$ cat src/hdl/sim_pkg.sv
`timescale 1ns / 1ps
package sim_pkg;

  typedef enum logic [1:0] {
    FUNC_SAMPLE = 2'd0,
    FUNC_EMERG  = 2'd1,
    FUNC_CLEAR  = 2'd2,
    FUNC_BEGIN  = 2'd3
  } func_e;

  typedef enum logic [2:0] {
    ST_SAFE  = 3'd0,
    ST_STOP  = 3'd1,
    ST_TILT  = 3'd2,
    ST_LIFT  = 3'd3,
    ST_EMERG = 3'd4
  } safety_state_e;

  typedef enum logic [1:0] {
    REG_TILT_ENABLE    = 2'd0,
    REG_TILT_THRESHOLD = 2'd1,
    REG_DEBOUNCE_MS    = 2'd2
  } cfg_reg_e;

  localparam int unsigned CfgIdxW  = 2;
  localparam int unsigned CfgDataW = 16;

  localparam logic        TiltEnableRst    = 1'b0;
  localparam logic [14:0] TiltThresholdRst = 15'd3000;
  localparam logic [15:0] DebounceMsRst    = 16'd50;

  typedef struct packed {
    logic [1:0]         func;
    logic [31:0]        now_ms;
    logic               stop_pin;
    logic               lift_raw;
    logic signed [15:0] pitch_cdeg;
  } in_item_t;

  typedef struct packed {
    logic [2:0] safety_state;
    logic       stop_pressed;
    logic       lifted;
    logic       tilted;
  } out_item_t;

  typedef struct packed {
    logic        prev_raw;
    logic        stable;
    logic        flag;
    logic [31:0] stamp;
  } debounce_t;

endpackage

$ cat src/hdl/safety_interlock_monitor_core.sv
`timescale 1ns / 1ps
// Safety interlock monitor core.
// Input items arrive on in_valid_i/in_ready_o with in_data_i; a transfer takes
// place when valid and ready are both high at a rising clock edge. Every input
// item yields exactly one result on out_valid_o/out_ready_i with out_data_o.
// A sample item updates the two pin debouncers and the tilt flag and then picks
// the safety state by priority; the other function codes latch, clear or re-arm.
// An accepted item is held in the input register; its state update and result
// are written into the result register when it advances. One item per cycle is
// sustained while the receiver takes results: the input register drains into
// the result register whenever that is empty or being taken. When the receiver
// stalls, the result holds and the input register keeps one more item;
// in_ready_o drops only once both are full. The configuration port writes tilt
// enable, tilt threshold and debounce window by index on cfg_we_i; the user is
// to use it only while no item is in flight, which the block does not enforce.
// Reset (rst_ni low) empties both registers, clears all debouncer and tilt state,
// sets the safety state to safe and loads the default configuration.
module safety_interlock_monitor_core
  import sim_pkg::*;
(
  input  logic                clk_i,
  input  logic                rst_ni,
  input  logic                in_valid_i,
  output logic                in_ready_o,
  input  in_item_t            in_data_i,
  output logic                out_valid_o,
  input  logic                out_ready_i,
  output out_item_t           out_data_o,
  input  logic                cfg_we_i,
  input  logic [CfgIdxW-1:0]  cfg_idx_i,
  input  logic [CfgDataW-1:0] cfg_wdata_i
);

  logic          tilt_enable_q;
  logic [14:0]   tilt_threshold_q;
  logic [15:0]   debounce_ms_q;

  logic          s1_valid_q;
  in_item_t      s1_data_q;
  logic          out_valid_q;
  out_item_t     out_data_q;
  out_item_t     out_data_d;

  safety_state_e state_q, state_d;
  debounce_t     stop_q, stop_d;
  debounce_t     lift_q, lift_d;
  logic          tilt_q, tilt_d;

  logic          advance;
  logic signed [16:0] pitch_ext;
  logic [16:0]   pitch_mag;

  function automatic debounce_t debounce_step(debounce_t cur, logic reading,
                                              logic [31:0] now, logic [15:0] window);
    debounce_t   nxt;
    logic [31:0] elapsed;
    nxt     = cur;
    elapsed = now - cur.stamp;
    if (elapsed > {16'd0, window}) begin
      if (reading != cur.prev_raw) begin
        nxt.stamp  = now;
        nxt.stable = reading;
      end
      nxt.flag = ~nxt.stable;
    end
    nxt.prev_raw = reading;
    return nxt;
  endfunction

  assign advance    = s1_valid_q && (!out_valid_q || out_ready_i);
  assign in_ready_o = !s1_valid_q || advance;

  assign pitch_ext = {s1_data_q.pitch_cdeg[15], s1_data_q.pitch_cdeg};
  assign pitch_mag = pitch_ext[16] ? 17'(-pitch_ext) : 17'(pitch_ext);

  always_comb begin
    state_d = state_q;
    stop_d  = stop_q;
    lift_d  = lift_q;
    tilt_d  = tilt_q;
    case (func_e'(s1_data_q.func))
      FUNC_SAMPLE: begin
        tilt_d = tilt_enable_q && (pitch_mag > {2'b00, tilt_threshold_q});
        lift_d = debounce_step(lift_q, s1_data_q.lift_raw, s1_data_q.now_ms,
                               debounce_ms_q);
        stop_d = debounce_step(stop_q, s1_data_q.stop_pin, s1_data_q.now_ms,
                               debounce_ms_q);
        if (state_q == ST_EMERG) begin
          state_d = ST_EMERG;
        end else if (stop_d.flag) begin
          state_d = ST_STOP;
        end else if (tilt_d) begin
          state_d = ST_TILT;
        end else if (lift_d.flag) begin
          state_d = ST_LIFT;
        end else begin
          state_d = ST_SAFE;
        end
      end
      FUNC_EMERG: begin
        state_d = ST_EMERG;
      end
      FUNC_CLEAR: begin
        if (state_q == ST_EMERG) begin
          state_d = ST_SAFE;
        end
      end
      default: begin
        state_d         = ST_SAFE;
        stop_d.prev_raw = s1_data_q.stop_pin;
        lift_d.prev_raw = s1_data_q.lift_raw;
        stop_d.stamp    = s1_data_q.now_ms;
        lift_d.stamp    = s1_data_q.now_ms;
      end
    endcase
    out_data_d.safety_state = state_d;
    out_data_d.stop_pressed = stop_d.flag;
    out_data_d.lifted       = lift_d.flag;
    out_data_d.tilted       = tilt_d;
  end

  always_ff @(posedge clk_i or negedge rst_ni) begin
    if (!rst_ni) begin
      tilt_enable_q    <= TiltEnableRst;
      tilt_threshold_q <= TiltThresholdRst;
      debounce_ms_q    <= DebounceMsRst;
    end else if (cfg_we_i) begin
      unique case (cfg_idx_i)
        REG_TILT_ENABLE:    tilt_enable_q    <= cfg_wdata_i[0];
        REG_TILT_THRESHOLD: tilt_threshold_q <= cfg_wdata_i[14:0];
        REG_DEBOUNCE_MS:    debounce_ms_q    <= cfg_wdata_i;
        default: ;
      endcase
    end
  end

  always_ff @(posedge clk_i or negedge rst_ni) begin
    if (!rst_ni) begin
      s1_valid_q  <= 1'b0;
      out_valid_q <= 1'b0;
      state_q     <= ST_SAFE;
      stop_q      <= '0;
      lift_q      <= '0;
      tilt_q      <= 1'b0;
    end else begin
      if (in_ready_o) begin
        s1_valid_q <= in_valid_i;
      end
      if (advance) begin
        out_valid_q <= 1'b1;
        state_q     <= state_d;
        stop_q      <= stop_d;
        lift_q      <= lift_d;
        tilt_q      <= tilt_d;
      end else if (out_ready_i) begin
        out_valid_q <= 1'b0;
      end
    end
  end

  always_ff @(posedge clk_i) begin
    if (in_valid_i && in_ready_o) begin
      s1_data_q <= in_data_i;
    end
    if (advance) begin
      out_data_q <= out_data_d;
    end
  end

  assign out_valid_o = out_valid_q;
  assign out_data_o  = out_data_q;

`ifndef SYNTH
  a_stall_both_full: assert property (@(posedge clk_i) disable iff (!rst_ni)
    !in_ready_o |-> (s1_valid_q && out_valid_q))
    else $error("input stalled while a register is empty");

  a_state_range: assert property (@(posedge clk_i) disable iff (!rst_ni)
    out_valid_o |-> (out_data_o.safety_state <= ST_EMERG))
    else $error("result carries an undefined safety state");

  a_emerg_latch: assert property (@(posedge clk_i) disable iff (!rst_ni)
    (advance && s1_data_q.func == FUNC_EMERG) |=>
      (out_valid_o && out_data_o.safety_state == ST_EMERG))
    else $error("emergency transfer did not latch the emergency state");

  a_begin_safe: assert property (@(posedge clk_i) disable iff (!rst_ni)
    (advance && s1_data_q.func == FUNC_BEGIN) |=>
      (out_valid_o && out_data_o.safety_state == ST_SAFE && state_q == ST_SAFE))
    else $error("re-arm transfer did not return to the safe state");
`endif

endmodule
$ cat config.mk
export PLATFORM = sky130hd
export DESIGN_NAME = safety_interlock_monitor_core
export DESIGN_NICKNAME = d
export VERILOG_FILES = /design/src/hdl/sim_pkg.sv /design/src/hdl/safety_interlock_monitor_core.sv
export SDC_FILE = /design/constraint.sdc
export NUM_CORES = 1
export LEC_CHECK = 0
export BUFFER_PORTS_ARGS = -buffer_cell sky130_fd_sc_hd__buf_2
export CAP_MARGIN = 20
export CORE_UTILIZATION = 35
export DETAILED_ROUTE_END_ITERATION = 16
export PLACE_DENSITY = 0.57
export SLEW_MARGIN = 0
export SYNTH_ARGS = -nofsm -noshare
export SYNTH_HDL_FRONTEND = slang
export SYNTH_SLANG_ARGS = --single-unit
$ cat constraint.sdc
create_clock -name clk_i -period 6.4 [get_ports clk_i]
set_clock_uncertainty 0.15 [all_clocks]
set_input_delay 0.64 -clock clk_i [delete_from_list [all_inputs] [get_ports clk_i]]
set_output_delay 0.64 -clock clk_i [all_outputs]
set_load 0.005 [all_outputs]
After elaboration in Yosys (flattened, before gate mapping). Index checks and enable logic that the tools add are counted.

$add $sub $neg: 3. Order comparisons: 3. Equality and inequality tests: 11. Multiplexer cells: 26. Bitwise operators: 3. Reduce and logical (&&, ||, !) cells: 19.

Operator list (count): $mux 34 (4); $pmux 32 s2 (2); $gt 32x16->1 (2); $mux 32 (2); $sub 32x32->32 (2); $gt 17x15->1 (1); $mux 17 (1); $neg 16->17 (1); $mux 1 (11); $pmux 3 s3 (1); $ne 2x2->1 const B (4); $reduce_and 2->1 (4); $reduce_and 4->1 (2); $mux 2 (3); $mux 3 (2); $reduce_and 3->1 (2); $eq 2x1->1 const B (2); $eq 2x2->1 const B (2); $logic_not 2->1 (2); $eq 3x3->1 const B (1); $logic_and 1x1->1 (3); $not 1->1 (3); $logic_not 1->1 (2); $logic_or 1x1->1 (2); other kinds (3) (4).

Flip-flop bits (word level): 166. Logic and storage cells: 89.

Logic depth before layout (Yosys ltp). Gate-level depths: netlist (run 1).

Word-level depth: 12. Gate-level depth with buffers: 23. Gate-level depth less buffers: 22.

Least setup slack after synthesis (run 1). No wires, ideal clock.

Path type: reg-to-reg. Start: reg s1_data_q[18] (netlist name). End: reg lift_q[10] (netlist name). Library setup time: 125 ps. Arrival time: 4416 ps. Path slack: 1709 ps. Stages on the path, launching flop included: 23. Path buffers: 1. Period minus slack after synthesis: 4691 ps. Path through: edfxtp_1 > inv_1 > ha_1 > fa_1 > nor2b_1 > o2111ai_1 > a21oi_2 > o21ai_1 > nand2_1 > xor2_1 > ha_1 > a21oi_1 > nand2_1 > a221o_1 > nor3_1 > o221ai_1 > a2111o_1 > nor4_2 > nand4_2 > nand2_2 > a211o_4 > buf_12 > mux2_4.

Longest elaborated chain between the ends: 4.

RTL lines: from (decl) (RTL line safety_interlock_monitor_core.sv:39) `in_item_t s1_data_q;`; from (signal assigned) (RTL line safety_interlock_monitor_core.sv:163) `s1_data_q <= in_data_i;`; $sub 32x32->32 (RTL line safety_interlock_monitor_core.sv:58) `elapsed = now - cur.stamp;`; $gt 32x16->1 (RTL line safety_interlock_monitor_core.sv:59) `if (elapsed > {16'd0, window}) begin`; $ne 2x2->1 (no line); $reduce_and 4->1 (no line); to (signal assigned) (RTL line safety_interlock_monitor_core.sv:153) `lift_q <= lift_d;`; to (decl) (RTL line safety_interlock_monitor_core.sv:46) `debounce_t lift_q, lift_d;`.

Every way passes these cells. A chain may end at the register's enable or synchronous reset.

Worst setup path after layout (run 1).
Start: reg s1_data_q[18] (netlist name). End: reg lift_q[0] (netlist name).

Longest elaborated chain between the ends: 4. Elaborated cells on any way between the ends: 8. Classes of those cells: add/sub: 1; order compare: 1; eq/ne: 1; mux: 4; reduce/logical: 1.

RTL lines (RTL line): $sub 32x32->32 / $mux 32 (equally long branches) (safety_interlock_monitor_core.sv:58, safety_interlock_monitor_core.sv:60); $gt 32x16->1 / $mux 34 (equally long branches) (safety_interlock_monitor_core.sv:59); $ne 2x2->1 (no line) / $mux 34 (equally long branches); $reduce_and 4->1 (no line) / $pmux 32 s2 (equally long branches).

Parallel ways exist; a longest one is shown, timed or not. The select of a mux whose other input is x is not followed.

==> results of run 1 <==
logic make-up (layout without fill, tap and decap cells):
kind of cell | Yosys count | in the layout | share of synthesized area, %
AO/OA/AOI/OAI | 291 | 291 | 16.0
XOR/XNOR | 52 | 52 | 3.83
adder cells (fa/ha/maj) | 116 | 116 | 12.3
buffers and inverters | 145 | 232 | 5.53
flip-flops | 166 | 166 | 37.5
multiplexers | 110 | 110 | 12.2
AND/OR/NAND/NOR | 287 | 287 | 12.6
synth_stat cells, drive strengths merged (8+ instances only):
master	number	area share, %
buf	13	1.4
a31oi	10	0.53
o211ai	9	0.61
xor2	15	1.1
edfxtp	58	15
o31ai	10	0.63
nor3	15	0.73
mux2	103	12
and3	8	0.46
clkbuf	16	0.50
xnor2	37	2.7
nand2	91	3.0
dfstp	10	2.2
dfrtp	98	21
or3	10	0.57
nor4	8	0.47
a211oi	11	0.74
nand2b	14	0.74
nand3	13	0.55
o21ai	66	2.8
nor2	56	1.8
a21o	22	1.4
inv	116	3.7
a21oi	98	4.2
nor2b	9	0.47
nand4	34	2.0
o21a	11	0.69
ha	114	12
where the power goes:
group / leakage [nW] / internal [mW] / switching (mW) / total, mW
clock: 0.253 / 0.532 / 0.453 / 0.985
combinational: 3.90 / 1.14 / 1.46 / 2.60
sequential: 1.82 / 1.34 / 0.144 / 1.48
total: 5.98 / 3.00 / 2.06 / 5.06
worst min path at each step:
| stage | slack (ps) | cells after the start | startpoint | end |
|---|---|---|---|---|
| 2_1_floorplan | 190 | 0 | rst_ni | debounce_ms_q[0] |
| 3_3_place_gp | 320 | 2 | tilt_q | tilt_q |
| 3_5_place_dp | 340 | 2 | tilt_q | tilt_q |
| 4_1_cts | 80 | 1 | rst_ni | stop_q[18] |
| 5_1_grt | 120 | 1 | rst_ni | stop_q[17] |
| 6_report | 70 | 1 | rst_ni | lift_q[24] |
stage by stage:
stage	cell area [µm²]	instances	hold WS, ps	utilization, %	setup WS (ps)
final	13200	1702	73.1	39.4	678
after floorplan	11900	1167	194	-	1710
after global placement	12700	1670	319	37.8	777
after CTS	13200	1702	81.7	39.4	638
after global routing	13200	1702	120	39.4	224
after detailed placement	12700	1670	339	37.8	651
flip-flops by register name, summed over array words and instances, names as in the netlist:
| signal | count |
|---|---|
| tilt_q | 1 |
| s1_valid_q | 1 |
| s1_data_q | 36 |
| pitch_ext | 16 |
| stop_q | 35 |
| out_valid_o | 1 |
| debounce_ms_q | 16 |
| lift_q | 35 |
| out_data_o | 6 |
| state_q | 3 |
| tilt_enable_q | 1 |
| tilt_threshold_q | 15 |
routing by layer:
| layer | share of wire, % | up-vias | wire [µm] | global-route usage [%] |
|---|---|---|---|---|
| met4 | 1.7 | 0 | 479 | 4.99 |
| met5 | 0 | - | 0 | 0 |
| met2 | 45 | 207 | 13000 | 26.1 |
| met3 | 4.0 | 33 | 1150 | 2.80 |
| li1 | - | 4406 | - | - |
| met1 | 49 | 4291 | 14000 | 23.5 |
final cells by class:
class	count	share of cell area, %
Inverter	116	3.30
Multi-Input combinational cell	856	51.4
Sequential cell	166	33.7
Tap cell	448	4.24
Clock inverter	13	0.815
Timing Repair Buffer	84	3.24
Clock buffer	19	3.28
==> reports/metrics.csv, run 1 <==
metric;value;unit
critical path capture point type;register;
starting density of the core;35.5;%
Slowest cell on crit path;a211o_4;
Async S/R FF share, synth;65.1;%
#FFs+latches synth;166;
post-CTS setup buffers;0;
CTS H-Tree Depth;4;
I/O pin count;83;
reg2reg end;lift_q[0];
clk root buf;clkbuf_16;
peak supply drop;0.000185;V
post-synthesis cell count;1167;
worst min-delay path class;in2async;
Area growth, synth to finish;11.0;%
syn_nets;1358;
nets@finish;1432;
CTS Hold Bufs;0;
diode count;0;
Total Power;5.06;mW
I/O Buffers;82;
Tcrit/Tclk final;89.4;%
Seq/Total Area, Yosys;37.5;%
grt ovf;0;
critical path capture point;lift_q[0];
Post-synth EDFFs;58;
CP required;6570;ps
CTS tree;yes;
Worst Path Buf+Inv;1;
gpl congestion;0.912;
cell family with most CP delay;compound AO/OA/AOI/OAI gates;
Fin. Hold Viols;0;
minimum clock period;5720;ps
Cell Rows;67;
All-Layer GR Usage;16.7;%
# DRC;0;
RSZ-0062 raised after global routing;no;
status;finished clean;
routed vias/inst;5.25;
Yosys warnings;0;
first-pass GRT wire length;46100;µm
Resize count post-CTS;0;
CP Launch Type;register;
final setup violation count;0;
most frequent cells in the layout;116 x inv_1, 114 x ha_1, 98 x dfrtp_1;
Routed Antenna Nets;0;
Die Y;186;µm
Top cell by count, worst path;ha_1;
mapped cell area;11900;µm²
Critical path origin;s1_data_q[18];
DPL Wire Length;22000;µm
R2R Path Start;s1_data_q[18];
critical path class;reg2reg;
number of global-route vias before repair;8630;
Rel. slew slack;43.9;%
Worst EP arrival;5890;ps
Yosys cell types;89;
Num CTS Buffers;17;
Die X-Extent;186;µm
DRT Wirelength;28700;µm
die area;34700;µm²
Register Area;4460;µm²
Post-synth top flop;dfrtp_1;
count of maximum capacitance violations;0;
Achievable Freq;175;MHz
leak pwr;5.98;nW
Power Density;383;nW/µm²
worst skew pair latency;440;ps
vias;8937;
flop2flop setup slack;680;ps
WL/cell;16.8;µm
largest stage delay on the critical path;530;ps
actual slew at the worst max-slew pin;842;ps
drt initial violations;422;
Core ar.;33500;µm²
CP Depth;21;
fin. max-slew vios;0;
fillers;3382;
CP cell instances;inv_1 -> ha_1 -> fa_1 -> nor2b_1 -> o2111ai_1 -> a21oi_2 -> o21ai_1 -> nand2_1 -> xor2_1 -> ha_1 -> nand4_1 -> nor2_1 -> a221o_1 -> nor3_1 -> o221ai_1 -> a2111o_1 -> nor4_2 -> nand4_2 -> nand2_2 -> a211o_4 -> mux2_2;
layout cells sized above 1;20.3;%
largest net degree at the start of global routing;66;
DR pass1 iterations;5;
antenna violations before repair;0;
Worst-path clk slew;70;ps
worst-path maximum fanout;32;
Clock Sinks;166;
Setup TNS;0;ps
area taken by multi-input logic gates;6790;µm²
FF-to-FF path depth;21;
commonest non-fill, non-tap cell in the layout;inv_1;
syn_area_per_cell;10.2;µm²
CTS max path bufs;2;
Power figures use the tool's default switching activity.
==> run 2, diff against run 1 <==
--- a/config.mk
+++ b/config.mk
@@ -5,10 +5,11 @@
 export SDC_FILE = /design/constraint.sdc
 export NUM_CORES = 1
 export LEC_CHECK = 0
-export BUFFER_PORTS_ARGS = -buffer_cell sky130_fd_sc_hd__buf_2
+export BUFFER_PORTS_ARGS = -buffer_cell sky130_fd_sc_hd__clkbuf_2
 export CAP_MARGIN = 20
 export CORE_UTILIZATION = 35
 export DETAILED_ROUTE_END_ITERATION = 16
+export GPL_TIMING_DRIVEN = 0
 export PLACE_DENSITY = 0.57
 export SLEW_MARGIN = 0
 export SYNTH_ARGS = -nofsm -noshare
==> run 2 against run 1 <==
Compared with the run above: total power up 2.3%; routed wire length down 0.32%; largest cell class unchanged; via count shrank 0.45%.
==> reports/metrics.csv, run 2 (synthesis results as in run 1) <==
metric;value;unit
R2R Path Start;s1_data_q[18];
Worst-path clk slew;70;ps
Achievable Freq;180;MHz
Slowest cell on crit path;edfxtp_1;
CTS Hold Bufs;0;
# DRC;0;
nets@finish;1461;
actual slew at the worst max-slew pin;712;ps
Fin. Hold Viols;0;
worst-path maximum fanout;10;
final setup violation count;0;
first-pass GRT wire length;46900;µm
CP Launch Type;register;
vias;8897;
Cells after DPL;1699;
Die X-Extent;186;µm
post-route insts no fill;1731;
pre-CTS setup slack;846;ps
Layout Utilization;40.4;%
Power Density;382;nW/µm²
CP cell instances;inv_1 -> ha_1 -> fa_1 -> nor2b_1 -> o2111ai_1 -> a21oi_2 -> o21ai_1 -> nand2_1 -> xor2_1 -> ha_1 -> nand4_1 -> nor2_1 -> a221o_1 -> nor3_1 -> o221ai_1 -> a2111o_1 -> nor4_2 -> nand4_2 -> nand2_2 -> a211o_4 -> buf_12 -> mux2_4;
setup ws final;843;ps
fillers;3320;
fin area;13600;µm²
WL/cell;16.5;µm
antenna violations before repair;0;
switching pwr;2.06;mW
Die Y;186;µm
biggest regs;s1_data_q x36, lift_q x35, stop_q x35;
diode count;0;
CTS tree;yes;
CTS H-Tree Depth;4;
P_int;3.11;mW
Cell Rows;67;
Comb pwr share;49.7;%
largest stage delay on the critical path;410;ps
Routed Antenna Nets;0;
Setup TNS;0;ps
switch share;39.8;%
area taken by multi-input logic gates;6790;µm²
Area growth, synth to finish;14.0;%
RSZ-0062 raised after global routing;no;
Top cell by count, worst path;ha_1;
grt ovf;0;
Worst EP arrival;5720;ps
flop2flop setup slack;840;ps
critical path capture point type;register;
number of global-route vias before repair;9007;
DRT Wirelength;28600;µm
Num CTS Buffers;17;
I/O Buffers;82;
Total Power;5.18;mW
critical path capture point;lift_q[28];
Core ar.;33500;µm²
minimum clock period;5560;ps
gpl congestion;0.873;
FF-to-FF path depth;22;
Clock Sinks;166;
reg2reg end;lift_q[28];
DR pass1 iterations;5;
CP required;6570;ps
routed vias/inst;5.14;
critical path class;reg2reg;
Register Area;4460;µm²
peak supply drop;0.000200;V
DPL Wire Length;22200;µm
largest reg by FF count;s1_data_q;
die area;34700;µm²
clock share of power;21.6;%
starting density of the core;35.5;%
fin. max-slew vios;0;
All-Layer GR Usage;17.0;%
part of the power in registers;28.6;%
worst skew pair latency;440;ps
worst min-delay path class;in2async;
post-CTS setup buffers;0;
Largest register FFs;36;
CTS max path bufs;2;
leak pwr;6.17;nW
hold_ws;92.6;ps
layout cells sized above 1;21.3;%
Tcrit/Tclk final;86.8;%
I/O pin count;83;
DP Area;12900;µm²
Rel. slew slack;52.0;%
largest net degree at the start of global routing;109;
status;finished clean;
Critical path origin;s1_data_q[18];
count of maximum capacitance violations;0;
commonest non-fill, non-tap cell in the layout;inv_1;
Resize count post-CTS;0;
drt initial violations;426;
clk root buf;clkbuf_16;
most frequent cells in the layout;116 x inv_1, 114 x ha_1, 98 x dfrtp_1;
run 2: cell count changes in the layout (fill, tap and decap cells not counted), moves of 3 or more:
cell      change
clkbuf_2     +81
buf_2        -77
clkbuf_1     +14
buf_12        +7
clkinv_1      -4
inv_6         +4
inv_8         +3
run 2: worst min-delay path by stage:
stage	startpoint	end	slack, ps	cells after the start
floorplan	rst_ni	debounce_ms_q[0]	190	0
global placement	tilt_q	tilt_q	320	2
detailed placement	tilt_q	tilt_q	330	2
CTS	rst_ni	stop_q[24]	140	2
global route	rst_ni	stop_q[23]	160	2
finish	rst_ni	stop_q[23]	90	2
run 2: power groups by stage:
stage	logic, mW	clock network [mW]	registers (mW)
2_1_floorplan	2.01	0	1.45
3_3_place_gp	2.52	0	1.50
3_5_place_dp	2.56	0	1.49
4_1_cts	2.58	1.15	1.48
5_1_grt	2.91	1.19	1.51
6_report	2.57	1.12	1.48
run 2: cell type report:
cell class / count / area share, %
clock buffer: 17 / 3.14
sequential: 166 / 32.9
buffer: 29 / 1.64
multi-input combinational: 856 / 50.0
timing repair buffer: 84 / 3.44
inverter: 116 / 3.21
tap: 448 / 4.13
clock inverter: 15 / 1.53
run 2: critical path, delay by kind of cell (launching register included):
kind / cells / cell delay, ps
xor gates and xnor gates: 1 / 170
muxes: 1 / 310
AOI/OAI and AO/OA: 7 / 1840
adders and majority gates: 3 / 890
and+or+nand+nor: 8 / 1360
buffers and inverters: 2 / 290
DFF: 1 / 410
run 2: per-layer routing:
metal	share of wire (%)	vias to the layer above	global-route usage, %
met4	1.9	0	5.40
met3	3.1	27	2.50
met2	46	161	27.4
met5	0	-	0
met1	49	4249	23.4
li1	-	4460	-
==> run 3, diff against run 2 <==
--- a/config.mk
+++ b/config.mk
@@ -9,8 +9,10 @@
 export CAP_MARGIN = 20
 export CORE_UTILIZATION = 35
 export DETAILED_ROUTE_END_ITERATION = 16
+export GPL_ROUTABILITY_DRIVEN = 0
 export GPL_TIMING_DRIVEN = 0
 export PLACE_DENSITY = 0.57
+export REMOVE_ABC_BUFFERS = 1
 export SLEW_MARGIN = 0
 export SYNTH_ARGS = -nofsm -noshare
 export SYNTH_HDL_FRONTEND = slang
==> run 3 against run 2 <==
Compared with the run above: routed wire length down 4.4%; non-clock buffer count down 29; critical path depth down 1; worst hold slack worse by 1.5 ps; combinational power about the same.
==> reports/metrics.csv, run 3 (synthesis results as in run 1) <==
metric;value;unit
status;finished clean;
Cells after DPL;1670;
diode count;0;
post-route insts no fill;1702;
# DRC;0;
Achievable Freq;175;MHz
first-pass GRT wire length;45400;µm
Cell Rows;67;
Num CTS Buffers;17;
Critical path origin;s1_data_q[18];
worst min-delay path class;in2async;
Fin. Hold Viols;0;
Rel. slew slack;43.6;%
Area growth, synth to finish;11.7;%
Die Y;186;µm
switch share;41.1;%
CTS tree;yes;
DRT Wirelength;27300;µm
critical path class;reg2reg;
DP Area;12700;µm²
post-CTS setup buffers;0;
most frequent cells in the layout;116 x inv_1, 114 x ha_1, 98 x dfrtp_1;
grt ovf;0;
R2R Path Start;s1_data_q[18];
Top cell by count, worst path;ha_1;
CP cell instances;inv_1 -> ha_1 -> fa_1 -> nor2b_1 -> o2111ai_1 -> a21oi_2 -> o21ai_1 -> nand2_1 -> xor2_1 -> ha_1 -> nand4_1 -> nor2_1 -> a221o_1 -> nor3_1 -> o221ai_1 -> a2111o_1 -> nor4_2 -> nand4_2 -> nand2_2 -> a211o_4 -> mux2_2;
fillers;3330;
Clock Sinks;166;
minimum clock period;5700;ps
Die X-Extent;186;µm
fin area;13300;µm²
commonest non-fill, non-tap cell in the layout;inv_1;
DPL Wire Length;21100;µm
CTS max path bufs;2;
fin. max-slew vios;0;
largest net degree at the start of global routing;109;
final setup violation count;0;
clk root buf;clkbuf_16;
switching pwr;2.09;mW
count of maximum capacitance violations;0;
P_int;2.99;mW
number of global-route vias before repair;8863;
area taken by multi-input logic gates;6790;µm²
part of the power in registers;29.2;%
RSZ-0062 raised after global routing;no;
Largest register FFs;36;
biggest regs;s1_data_q x36, lift_q x35, stop_q x35;
Slowest cell on crit path;a211o_4;
layout cells sized above 1;20.7;%
actual slew at the worst max-slew pin;844;ps
Tcrit/Tclk final;89.1;%
clock share of power;20.0;%
I/O Buffers;82;
leak pwr;6.03;nW
vias;8753;
critical path capture point type;register;
Worst-path clk slew;80;ps
flop2flop setup slack;700;ps
Routed Antenna Nets;0;
WL/cell;16.0;µm
antenna violations before repair;0;
I/O pin count;83;
largest stage delay on the critical path;530;ps
Comb pwr share;50.8;%
largest reg by FF count;s1_data_q;
peak supply drop;0.000198;V
DR pass1 iterations;7;
drt initial violations;415;
worst skew pair latency;450;ps
Register Area;4460;µm²
starting density of the core;35.5;%
hold_ws;91.1;ps
CTS Hold Bufs;0;
routed vias/inst;5.14;
CP required;6580;ps
worst-path maximum fanout;32;
Resize count post-CTS;0;
CTS H-Tree Depth;4;
nets@finish;1432;
Worst EP arrival;5880;ps
Total Power;5.08;mW
Power Density;383;nW/µm²
All-Layer GR Usage;16.3;%
Setup TNS;0;ps
die area;34700;µm²
Core ar.;33500;µm²
CP Launch Type;register;
==> run 3: layer usage <==
layer	vias up	global-route usage, %	share of wire, %
met5	-	0	0
met4	0	4.90	1.5
met3	32	2.60	2.7
met2	150	26.1	45
met1	4170	22.5	50
li1	4401	-	-
==> run 3: per-stage QoR <==
stage | utilization [%] | worst slack (ps)
global route | 39.6 | 260
detailed placement | 37.9 | 660
floorplan | - | 1520
CTS | 39.6 | 640
global placement | 37.7 | 715
finish | 39.6 | 700
==> run 3: power by group through the flow <==
stage	sequential [mW]	clock [mW]	combinational, mW
finish	1.48	1.02	2.58
global route	1.51	1.09	2.90
CTS	1.48	1.05	2.58
detailed placement	1.49	0	2.56
global placement	1.49	0	2.51
floorplan	1.45	0	1.98
==> run 3: worst paths after layout <==
check	end	depth (start not counted)
max in group asynchronous	tilt_q	2
min in group clk_i	pitch_ext[9]	1
worst max-delay path	lift_q[0]	21
worst min register to register	tilt_q	2
worst min-delay path	stop_q[22]	2
worst max register to register	lift_q[0]	21
==> run 3: cell type report <==
cell class	instances	share of cell area, %
clock buffers	17	3.20
clock inverters	15	1.20
inverters	116	3.28
multi-input cells	856	51.1
flip-flops and latches	166	33.5
well taps	448	4.22
repair buffers	84	3.51
==> run 3: critical path, delay by kind of cell (launching register included) <==
family | cells | cell delay [ps]
simple gates | 8 | 1360
fa+ha+maj | 3 | 920
flops | 1 | 380
compound gates | 7 | 2080
buf+inv | 1 | 70
mux | 1 | 400
xor+xnor | 1 | 160
